File: src/design/pic_pkg.sv
`timescale 1ns / 1ps
// ----------------------------------------------------------------------------
// pic_pkg: shared types and constants for the incremental pi controller
// Field widths, configuration register indexes and the configuration bundle.
// ----------------------------------------------------------------------------
package pic_pkg;

  localparam int unsigned SpeedW   = 8;
  localparam int unsigned GainW    = 8;
  localparam int unsigned ThreshW  = 16;
  localparam int unsigned ClampW   = 8;
  localparam int unsigned DriveW   = 16;
  localparam int unsigned ErrW     = SpeedW + 1;
  localparam int unsigned CfgIdxW  = 3;
  localparam int unsigned CfgDataW = 16;
  // wide enough for drive + (kp+ki)*e - kp*e_prev with sign
  localparam int unsigned CandW    = 21;

  typedef enum logic [CfgIdxW-1:0] {
    CFG_PROP_GAIN       = 3'd0,
    CFG_INTEG_GAIN      = 3'd1,
    CFG_UPPER_THRESHOLD = 3'd2,
    CFG_LOWER_THRESHOLD = 3'd3,
    CFG_UPPER_VALUE     = 3'd4,
    CFG_LOWER_VALUE     = 3'd5
  } cfg_idx_e;

  typedef struct packed {
    logic [GainW-1:0]   prop_gain;
    logic [GainW-1:0]   integ_gain;
    logic [ThreshW-1:0] upper_threshold;
    logic [ThreshW-1:0] lower_threshold;
    logic [ClampW-1:0]  upper_value;
    logic [ClampW-1:0]  lower_value;
  } cfg_t;

  localparam cfg_t CfgReset = '{
    prop_gain:       '0,
    integ_gain:      '0,
    upper_threshold: '1,
    lower_threshold: '0,
    upper_value:     '1,
    lower_value:     '0
  };

endpackage

File: src/design/pic_in_if.sv
`timescale 1ns / 1ps
// ----------------------------------------------------------------------------
// pic_in_if: input channel
// Valid/ready channel carrying setpoint and measured speed.
// ----------------------------------------------------------------------------
interface pic_in_if;
  import pic_pkg::*;

  logic              valid;
  logic              ready;
  logic [SpeedW-1:0] setpoint;
  logic [SpeedW-1:0] measured;

  modport source (output valid, output setpoint, output measured, input ready);
  modport sink   (input valid, input setpoint, input measured, output ready);
endinterface

File: src/design/pic_out_if.sv
`timescale 1ns / 1ps
// ----------------------------------------------------------------------------
// pic_out_if: result channel
// Valid/ready channel carrying the clamped drive value.
// ----------------------------------------------------------------------------
interface pic_out_if;
  import pic_pkg::*;

  logic              valid;
  logic              ready;
  logic [DriveW-1:0] drive;

  modport source (output valid, output drive, input ready);
  modport sink   (input valid, input drive, output ready);
endinterface

File: src/design/pic_cfg.sv
`timescale 1ns / 1ps
// ----------------------------------------------------------------------------
// pic_cfg: configuration registers
// Write-only register file for gains, clamp thresholds and clamp values.
// ----------------------------------------------------------------------------
module pic_cfg (
  input  logic                          clk_i,
  input  logic                          rst_ni,
  input  logic                          cfg_we_i,
  input  logic [pic_pkg::CfgIdxW-1:0]   cfg_idx_i,
  input  logic [pic_pkg::CfgDataW-1:0]  cfg_data_i,
  output pic_pkg::cfg_t                 cfg_o
);
  import pic_pkg::*;

  cfg_t cfg_d, cfg_q;

  always_comb begin
    cfg_d = cfg_q;
    if (cfg_we_i) begin
      unique case (cfg_idx_e'(cfg_idx_i))
        CFG_PROP_GAIN:       cfg_d.prop_gain       = cfg_data_i[GainW-1:0];
        CFG_INTEG_GAIN:      cfg_d.integ_gain      = cfg_data_i[GainW-1:0];
        CFG_UPPER_THRESHOLD: cfg_d.upper_threshold = cfg_data_i[ThreshW-1:0];
        CFG_LOWER_THRESHOLD: cfg_d.lower_threshold = cfg_data_i[ThreshW-1:0];
        CFG_UPPER_VALUE:     cfg_d.upper_value     = cfg_data_i[ClampW-1:0];
        CFG_LOWER_VALUE:     cfg_d.lower_value     = cfg_data_i[ClampW-1:0];
        default:             cfg_d = cfg_q;  // unmapped index, ignored
      endcase
    end
  end

  always_ff @(posedge clk_i or negedge rst_ni) begin
    if (!rst_ni) begin
      cfg_q <= CfgReset;
    end else begin
      cfg_q <= cfg_d;
    end
  end

  assign cfg_o = cfg_q;

endmodule

File: src/design/pic_law.sv
`timescale 1ns / 1ps
// ----------------------------------------------------------------------------
// pic_law: incremental pi control law with two-sided clamp
// Forms the error, the candidate drive and the clamped drive in one pass.
// ----------------------------------------------------------------------------
module pic_law (
  input  pic_pkg::cfg_t                     cfg_i,
  input  logic [pic_pkg::SpeedW-1:0]        setpoint_i,
  input  logic [pic_pkg::SpeedW-1:0]        measured_i,
  input  logic signed [pic_pkg::ErrW-1:0]   last_error_i,
  input  logic [pic_pkg::DriveW-1:0]        last_drive_i,
  output logic signed [pic_pkg::ErrW-1:0]   error_o,
  output logic [pic_pkg::DriveW-1:0]        drive_o
);
  import pic_pkg::*;

  localparam int unsigned SumW   = GainW + 1;
  localparam int unsigned ProdAW = SumW + 1 + ErrW;
  localparam int unsigned ProdBW = GainW + 1 + ErrW;

  logic signed [ErrW-1:0]   err;
  logic signed [SumW:0]     gain_sum;
  logic signed [GainW:0]    kp_s;
  logic signed [ProdAW-1:0] prod_a;
  logic signed [ProdBW-1:0] prod_b;
  logic signed [CandW-1:0]  cand;
  logic signed [CandW-1:0]  upper_ext;
  logic signed [CandW-1:0]  lower_ext;
  logic [DriveW-1:0]        drive;

  always_comb begin
    err = signed'({1'b0, setpoint_i}) - signed'({1'b0, measured_i});
    gain_sum = signed'({2'b00, cfg_i.prop_gain} + {2'b00, cfg_i.integ_gain});
    kp_s     = signed'({1'b0, cfg_i.prop_gain});
    prod_a   = gain_sum * err;
    prod_b   = kp_s * last_error_i;
    cand = signed'({{(CandW-DriveW){1'b0}}, last_drive_i})
         + {{(CandW-ProdAW){prod_a[ProdAW-1]}}, prod_a}
         - {{(CandW-ProdBW){prod_b[ProdBW-1]}}, prod_b};

    upper_ext = signed'({{(CandW-ThreshW){1'b0}}, cfg_i.upper_threshold});
    lower_ext = signed'({{(CandW-ThreshW){1'b0}}, cfg_i.lower_threshold});

    // low clamp is checked first and wins when both hold
    priority if (cand <= lower_ext) begin
      drive = {{(DriveW-ClampW){1'b0}}, cfg_i.lower_value};
    end else if (cand >= upper_ext) begin
      drive = {{(DriveW-ClampW){1'b0}}, cfg_i.upper_value};
    end else begin
      drive = cand[DriveW-1:0];
    end
  end

  assign error_o = err;
  assign drive_o = drive;

endmodule

File: src/design/incremental_pi_clamped.sv
`timescale 1ns / 1ps
// ----------------------------------------------------------------------------
// incremental_pi_clamped: incremental pi speed controller with clamp
// Input register, single-pass control law and result register.
// ----------------------------------------------------------------------------
// path: an item passes the input reg and then the result reg on its way to the result
// transfer; result valid rises when the result stage advances, which a stalled output holds off
// throughput: 1 item per cycle while the output is not stalled; the error/drive state loop
// closes through the control law between the input register and the result register
// reset: config to defaults, previous error and drive to zero, both stages empty
module incremental_pi_clamped (
  input  logic                          clk_i,
  input  logic                          rst_ni,
  input  logic                          cfg_we_i,
  input  logic [pic_pkg::CfgIdxW-1:0]   cfg_idx_i,
  input  logic [pic_pkg::CfgDataW-1:0]  cfg_data_i,
  pic_in_if.sink                        in_if,
  pic_out_if.source                     out_if
);
  import pic_pkg::*;

  cfg_t cfg;

  logic                   in_valid_d, in_valid_q;
  logic [SpeedW-1:0]      setpoint_q, measured_q;
  logic                   out_valid_d, out_valid_q;
  logic [DriveW-1:0]      drive_q;
  logic signed [ErrW-1:0] last_error_q;
  logic [DriveW-1:0]      last_drive_q;
  logic signed [ErrW-1:0] error;
  logic [DriveW-1:0]      drive;
  logic                   advance;
  logic                   in_xfer;

  pic_cfg u_cfg (
    .clk_i      (clk_i),
    .rst_ni     (rst_ni),
    .cfg_we_i   (cfg_we_i),
    .cfg_idx_i  (cfg_idx_i),
    .cfg_data_i (cfg_data_i),
    .cfg_o      (cfg)
  );

  pic_law u_law (
    .cfg_i        (cfg),
    .setpoint_i   (setpoint_q),
    .measured_i   (measured_q),
    .last_error_i (last_error_q),
    .last_drive_i (last_drive_q),
    .error_o      (error),
    .drive_o      (drive)
  );

  // result stage can take a new value when empty or being drained
  assign advance      = !out_valid_q || out_if.ready;
  assign in_if.ready  = !in_valid_q || advance;
  assign in_xfer      = in_if.valid && in_if.ready;

  always_comb begin
    in_valid_d  = in_valid_q;
    out_valid_d = out_valid_q;
    if (advance) begin
      out_valid_d = in_valid_q;
    end
    if (in_if.ready) begin
      in_valid_d = in_if.valid;
    end
  end

  always_ff @(posedge clk_i or negedge rst_ni) begin
    if (!rst_ni) begin
      in_valid_q   <= 1'b0;
      out_valid_q  <= 1'b0;
      last_error_q <= '0;
      last_drive_q <= '0;
    end else begin
      in_valid_q  <= in_valid_d;
      out_valid_q <= out_valid_d;
      if (advance && in_valid_q) begin
        last_error_q <= error;
        last_drive_q <= drive;
      end
    end
  end

  always_ff @(posedge clk_i) begin
    if (in_xfer) begin
      setpoint_q <= in_if.setpoint;
      measured_q <= in_if.measured;
    end
    if (advance && in_valid_q) begin
      drive_q <= drive;
    end
  end

  assign out_if.valid = out_valid_q;
  assign out_if.drive = drive_q;

endmodule

File: src/flat_wrapper.sv
// flat-port wrapper written by rule: the top's interface ports become plain ports
module incremental_pi_clamped_flat import pic_pkg::*;
  (clk_i, rst_ni, cfg_we_i, cfg_idx_i, cfg_data_i, in_if_valid, in_if_setpoint, in_if_measured, in_if_ready, out_if_valid, out_if_drive, out_if_ready);
  pic_in_if in_if_i ();
  pic_out_if out_if_i ();
  input  logic clk_i;
  input  logic rst_ni;
  input  logic cfg_we_i;
  input  logic [pic_pkg::CfgIdxW-1:0] cfg_idx_i;
  input  logic [pic_pkg::CfgDataW-1:0] cfg_data_i;
  input wire logic [$bits(in_if_i.valid)-1:0] in_if_valid;
  input wire logic [$bits(in_if_i.setpoint)-1:0] in_if_setpoint;
  input wire logic [$bits(in_if_i.measured)-1:0] in_if_measured;
  output wire logic [$bits(in_if_i.ready)-1:0] in_if_ready;
  output wire logic [$bits(out_if_i.valid)-1:0] out_if_valid;
  output wire logic [$bits(out_if_i.drive)-1:0] out_if_drive;
  input wire logic [$bits(out_if_i.ready)-1:0] out_if_ready;
  assign in_if_i.valid = in_if_valid;
  assign in_if_i.setpoint = in_if_setpoint;
  assign in_if_i.measured = in_if_measured;
  assign in_if_ready = in_if_i.ready;
  assign out_if_valid = out_if_i.valid;
  assign out_if_drive = out_if_i.drive;
  assign out_if_i.ready = out_if_ready;
  incremental_pi_clamped u_core (.clk_i(clk_i), .rst_ni(rst_ni), .cfg_we_i(cfg_we_i), .cfg_idx_i(cfg_idx_i), .cfg_data_i(cfg_data_i), .in_if(in_if_i), .out_if(out_if_i));
endmodule
File: config.mk
export PLATFORM = sky130hd
export DESIGN_NAME = incremental_pi_clamped_flat
export DESIGN_NICKNAME = d
export VERILOG_FILES = /design/src/design/pic_pkg.sv /design/src/design/pic_in_if.sv /design/src/design/pic_out_if.sv /design/src/design/pic_cfg.sv /design/src/design/pic_law.sv /design/src/design/incremental_pi_clamped.sv /design/src/flat_wrapper.sv
export SDC_FILE = /design/constraint.sdc
export NUM_CORES = 1
export LEC_CHECK = 0
export BUFFER_PORTS_ARGS = -buffer_cell sky130_fd_sc_hd__buf_4
export CORE_ASPECT_RATIO = 1.4
export CORE_MARGIN = 5
export CORE_UTILIZATION = 25
export CTS_CLUSTER_DIAMETER = 50
export DETAILED_ROUTE_END_ITERATION = 10
export GPL_TIMING_DRIVEN = 0
export PLACE_DENSITY_LB_ADDON = 0.1
export SLEW_MARGIN = 20
export SYNTH_ARGS = -nofsm -noshare
export SYNTH_HDL_FRONTEND = slang
export SYNTH_SLANG_ARGS = --single-unit
File: constraint.sdc
create_clock -name clk_i -period 20.9 [get_ports clk_i]
set_clock_uncertainty 0.15 [all_clocks]
set_input_delay 2.09 -clock clk_i [delete_from_list [all_inputs] [get_ports clk_i]]
set_output_delay 2.09 -clock clk_i [all_outputs]
set_load 0.02 [all_outputs]
==> run summary <==
Setup repair after global routing left no endpoint under its margin. Setup violations remaining at the end of the flow were counted as 0. The logs give 8,756 for the via total after detailed routing and 36.5 mm for the aggregate routed wire length. For the area of the die, the log shows 55,400 µm². The tree is rooted in a sky130_fd_sc_hd__clkbuf_16. STA classifies the critical path startpoint as a flip-flop. The number of remaining DRC errors is 0.

The tools report the number of CTS-inserted buffers as 17. In this run the most critical hold path is launched from u_core.last_drive_q[8]. The relative max-transition margin was 22.2%; the number of buffers inserted for hold repair after clock tree synthesis was 0.

For this run, the slowest stage of the critical path takes 0.81 ns. The run gives 13.7% as the global router's overall resource usage. Critical path start-end classification: flip-flop to flip-flop.

The final-stage net count came out at 1,681. In the layout the commonest cells are 288 x sky130_fd_sc_hd__inv_1, 150 x sky130_fd_sc_hd__fa_1, 138 x sky130_fd_sc_hd__ha_1. The number of antenna violations at the first check in global routing came out at 0. Sorting the synthesized cells by area gives the leading types as sky130_fd_sc_hd__fa_1 24%, sky130_fd_sc_hd__ha_1 14%, sky130_fd_sc_hd__dfrtp_1 13%. The first global-routing pass estimated 58.2 mm of wire.

The critical path's slowest cell is sky130_fd_sc_hd__a21oi_1. The area share of xor/xnor cells in the synthesized design was 2.07%; the post-cts sizing count was 0. The tools report the worst reg2reg path startpoint as u_core.u_cfg.cfg_o[56]. Layout overhead on the synthesized area: 15.0%. Counting stages on the worst path, the most repeated cell is sky130_fd_sc_hd__fa_1. The max-capacitance violation count came out at 0. The run gives 0.46 ns as the clock insertion delay at the later pin of the skew report. The floorplan step set the die width to 200 µm. For this configuration, the core starts out at a cell density of 25.3%.

The repair_antennas step left the layout with diodes totalling 0. Timing would allow up to 90.3 MHz. The cell count of the worst hold path was 2.

The critical path crosses 34 cells after its start point. The average size of a mapped cell was 9.93 µm². For the final routed database, the setup TNS stands at 0 ns. Counting every instance in the synthesized netlist gives 1,276. Routability-driven placement finished with a final weighted congestion of 0.799. The core region area is 50,100 µm², and the sequential area share after synthesis is 25.8%. The die is 276 µm tall. Clock tree synthesis found a total of 123 sinks. The share of flip-flops with an asynchronous set or reset is 74.0%, and the wire length per cell after detailed routing is 18.2 µm. After Yosys synthesis, and, or, nand and nor cells account for 11.8% of the synthesized area. The flow ran to the end, and the final reports show no timing, DRC or antenna violations. The final count of hold timing violations was 0.

The largest area contributor in the netlist was sky130_fd_sc_hd__fa_1. TritonCTS built the clock tree. Of the available clock period, the critical path in the final layout requires 53.0%. Data on the critical path is required at its endpoint by 21.00 ns.

The largest buffer count on any clock path was 2. The number of global-route vias before repair is 9,944. The detailed router finished its first iteration with 300 violations.

Measured against the total synthesized area, the mux share comes to 5.62%. The worst path buffer plus inverter count works out to 3. After synthesis, the largest area contributor takes up 23.7% of total cell area. The detailed placer's ending HPWL is 31.2 mm.

Most common cell after layout, fill and taps aside: sky130_fd_sc_hd__inv_1. Number of warnings issued by yosys: 0. The run gives 0 as the final max-slew violation count.

Most common flop cell mapped by yosys: sky130_fd_sc_hd__dfrtp_1. The worst endpoint data arrival time was 11.17 ns; the netlist area before placement was 12,700 µm². The post-layout minimum cycle time is 11.07 ns, and the fraction of the mapped netlist area in compound gates is 7.52%.

The tightest min-delay check is of the flip-flop to flip-flop type. The end of the worst hold path is u_core.last_drive_q[8]. The post-route netlist has 14.9% of its cells at a drive strength greater than 1. Clock-pin slew was measured on the worst setup and hold paths at 0.07 ns. Buffers placed on the I/O ports in this run total 55.

The H-tree depth is 4. Counting distinct cell types in the post-synthesis netlist gives 60. The kind of cell with the highest combined delay along the critical path is adder cells. The adder-cell area share of the yosys netlist is 37.3%.

The worst-path maximum fanout was 11; the antenna violation net count after detailed routing was 0. For the worst flop-to-flop path, the logic depth is 34. The setup slack of the worst register-to-register path is 9.83 ns, and the number of synthesized register bits is 123.

The worst register-to-register path ends at u_core.out_if.drive[6]. By area, the combinational part of the netlist is dominated by adder cells. The actual transition at the worst max-transition pin works out to 1.16 ns. The synthesized design contains 32 enable-type register cells.

Before antenna repair, the detailed router went through 4 iterations. STA classifies the critical path endpoint as a flip-flop. Number of placement rows: 97.

When the netlist entered floorplanning its net count stood at 1,604. For this design the top-level I/O count stands at 58. The number of setup buffers added after CTS is 0. After global routing the overflow that remains totals 0.

The largest net degree at the start of global routing was 92; the number of vias per cell after detailed routing was 4.36.
-- metrics by stage --
step	setup slack (ns)	area [µm²]	hold WS, ns	std cells	util, %
after floorplan	11.86	12700	0.307	1276	-
after global placement	9.59	13900	0.327	1974	27.7
after detailed placement	9.68	13900	0.337	1977	27.8
after CTS	9.56	14600	0.356	2009	29.1
after global routing	9.16	14600	0.361	2009	29.1
final	9.83	14600	0.354	2009	29.1
-- worst max-delay path by stage --
stage,end,slack [ns],start
CTS,u_core.out_if.drive[6],9.56,u_core.u_cfg.cfg_o[56]
finish,u_core.out_if.drive[6],9.83,u_core.u_cfg.cfg_o[56]
floorplan,u_core.last_drive_q[0],11.86,u_core.u_cfg.cfg_o[56]
detailed placement,u_core.out_if.drive[6],9.68,u_core.u_cfg.cfg_o[56]
global route,u_core.out_if.drive[6],9.16,u_core.u_cfg.cfg_o[56]
global placement,u_core.out_if.drive[6],9.59,u_core.setpoint_q[1]
-- Yosys cell counts (5+ instances only) --
cell type	count
sky130_fd_sc_hd__inv_1	288
sky130_fd_sc_hd__fa_1	150
sky130_fd_sc_hd__ha_1	138
sky130_fd_sc_hd__nand2_1	126
sky130_fd_sc_hd__dfrtp_1	67
sky130_fd_sc_hd__mux2_2	49
sky130_fd_sc_hd__nor2_1	49
sky130_fd_sc_hd__and2_1	42
sky130_fd_sc_hd__o21ai_0	35
sky130_fd_sc_hd__a21oi_1	34
sky130_fd_sc_hd__edfxtp_1	32
sky130_fd_sc_hd__clkbuf_1	24
sky130_fd_sc_hd__dfstp_2	24
sky130_fd_sc_hd__xnor2_1	22
sky130_fd_sc_hd__mux2i_1	16
sky130_fd_sc_hd__nand2b_1	15
sky130_fd_sc_hd__a21o_1	12
sky130_fd_sc_hd__nand3_1	12
sky130_fd_sc_hd__nand4_1	10
sky130_fd_sc_hd__nor2b_1	9
sky130_fd_sc_hd__nor3_1	9
sky130_fd_sc_hd__o221ai_1	9
sky130_fd_sc_hd__xor2_1	8
sky130_fd_sc_hd__a21boi_0	6
sky130_fd_sc_hd__o21bai_1	6
sky130_fd_sc_hd__or2_2	6
sky130_fd_sc_hd__or3_1	6
sky130_fd_sc_hd__buf_2	5
sky130_fd_sc_hd__nor2_2	5
sky130_fd_sc_hd__o211ai_1	5
sky130_fd_sc_hd__o21a_1	5
-- cell families after synthesis --
group	Yosys count
AO/OA/AOI/OAI	141
XOR/XNOR	30
adder cells (fa/ha/maj)	288
buffers and inverters	323
flip-flops	123
multiplexers	65
AND/OR/NAND/NOR	306
-- layout make-up --
class | count | area [µm²]
Fill cell | 5319 | 35500
Buffer | 34 | 174
Tap cell | 643 | 805
Clock buffer | 22 | 508
Inverter | 289 | 1080
Sequential cell | 123 | 3270
Timing Repair Buffer | 58 | 452
Multi-Input combinational cell | 830 | 8170
Clock inverter | 10 | 125
-- per-layer routing --
layer | share of wire, % | GRT usage (%) | vias to the layer above
li1 | - | - | 4206
met1 | 38 | 14.6 | 4382
met2 | 56 | 26.7 | 121
met3 | 2.2 | 2.10 | 47
met4 | 3.5 | 5.54 | 0
met5 | 0 | 0 | -
-- sequential cells by signal, indices dropped and copies added, names as in the netlist --
signal	cells
u_core.last_error_q	9
u_core.setpoint_q	8
u_core.in_valid_q	1
u_core.measured_q	8
u_core.u_cfg.cfg_o	64
u_core.out_if.valid	1
u_core.last_drive_q	16
u_core.out_if.drive	16
-- worst reg2reg max path: cells and delay by family, from the launching register on --
kind / cells / cell delay, ns
AO/OA/AOI/OAI: 12 / 3.10
buffers and inverters: 3 / 0.19
multiplexers: 1 / 0.37
AND/OR/NAND/NOR: 6 / 1.33
flip-flops: 1 / 0.54
XOR/XNOR: 1 / 0.51
adder cells (fa/ha/maj): 11 / 4.65
Power is not shown: default switching activity piles up to over one toggle a cycle in this logic, so the estimate is an artifact.
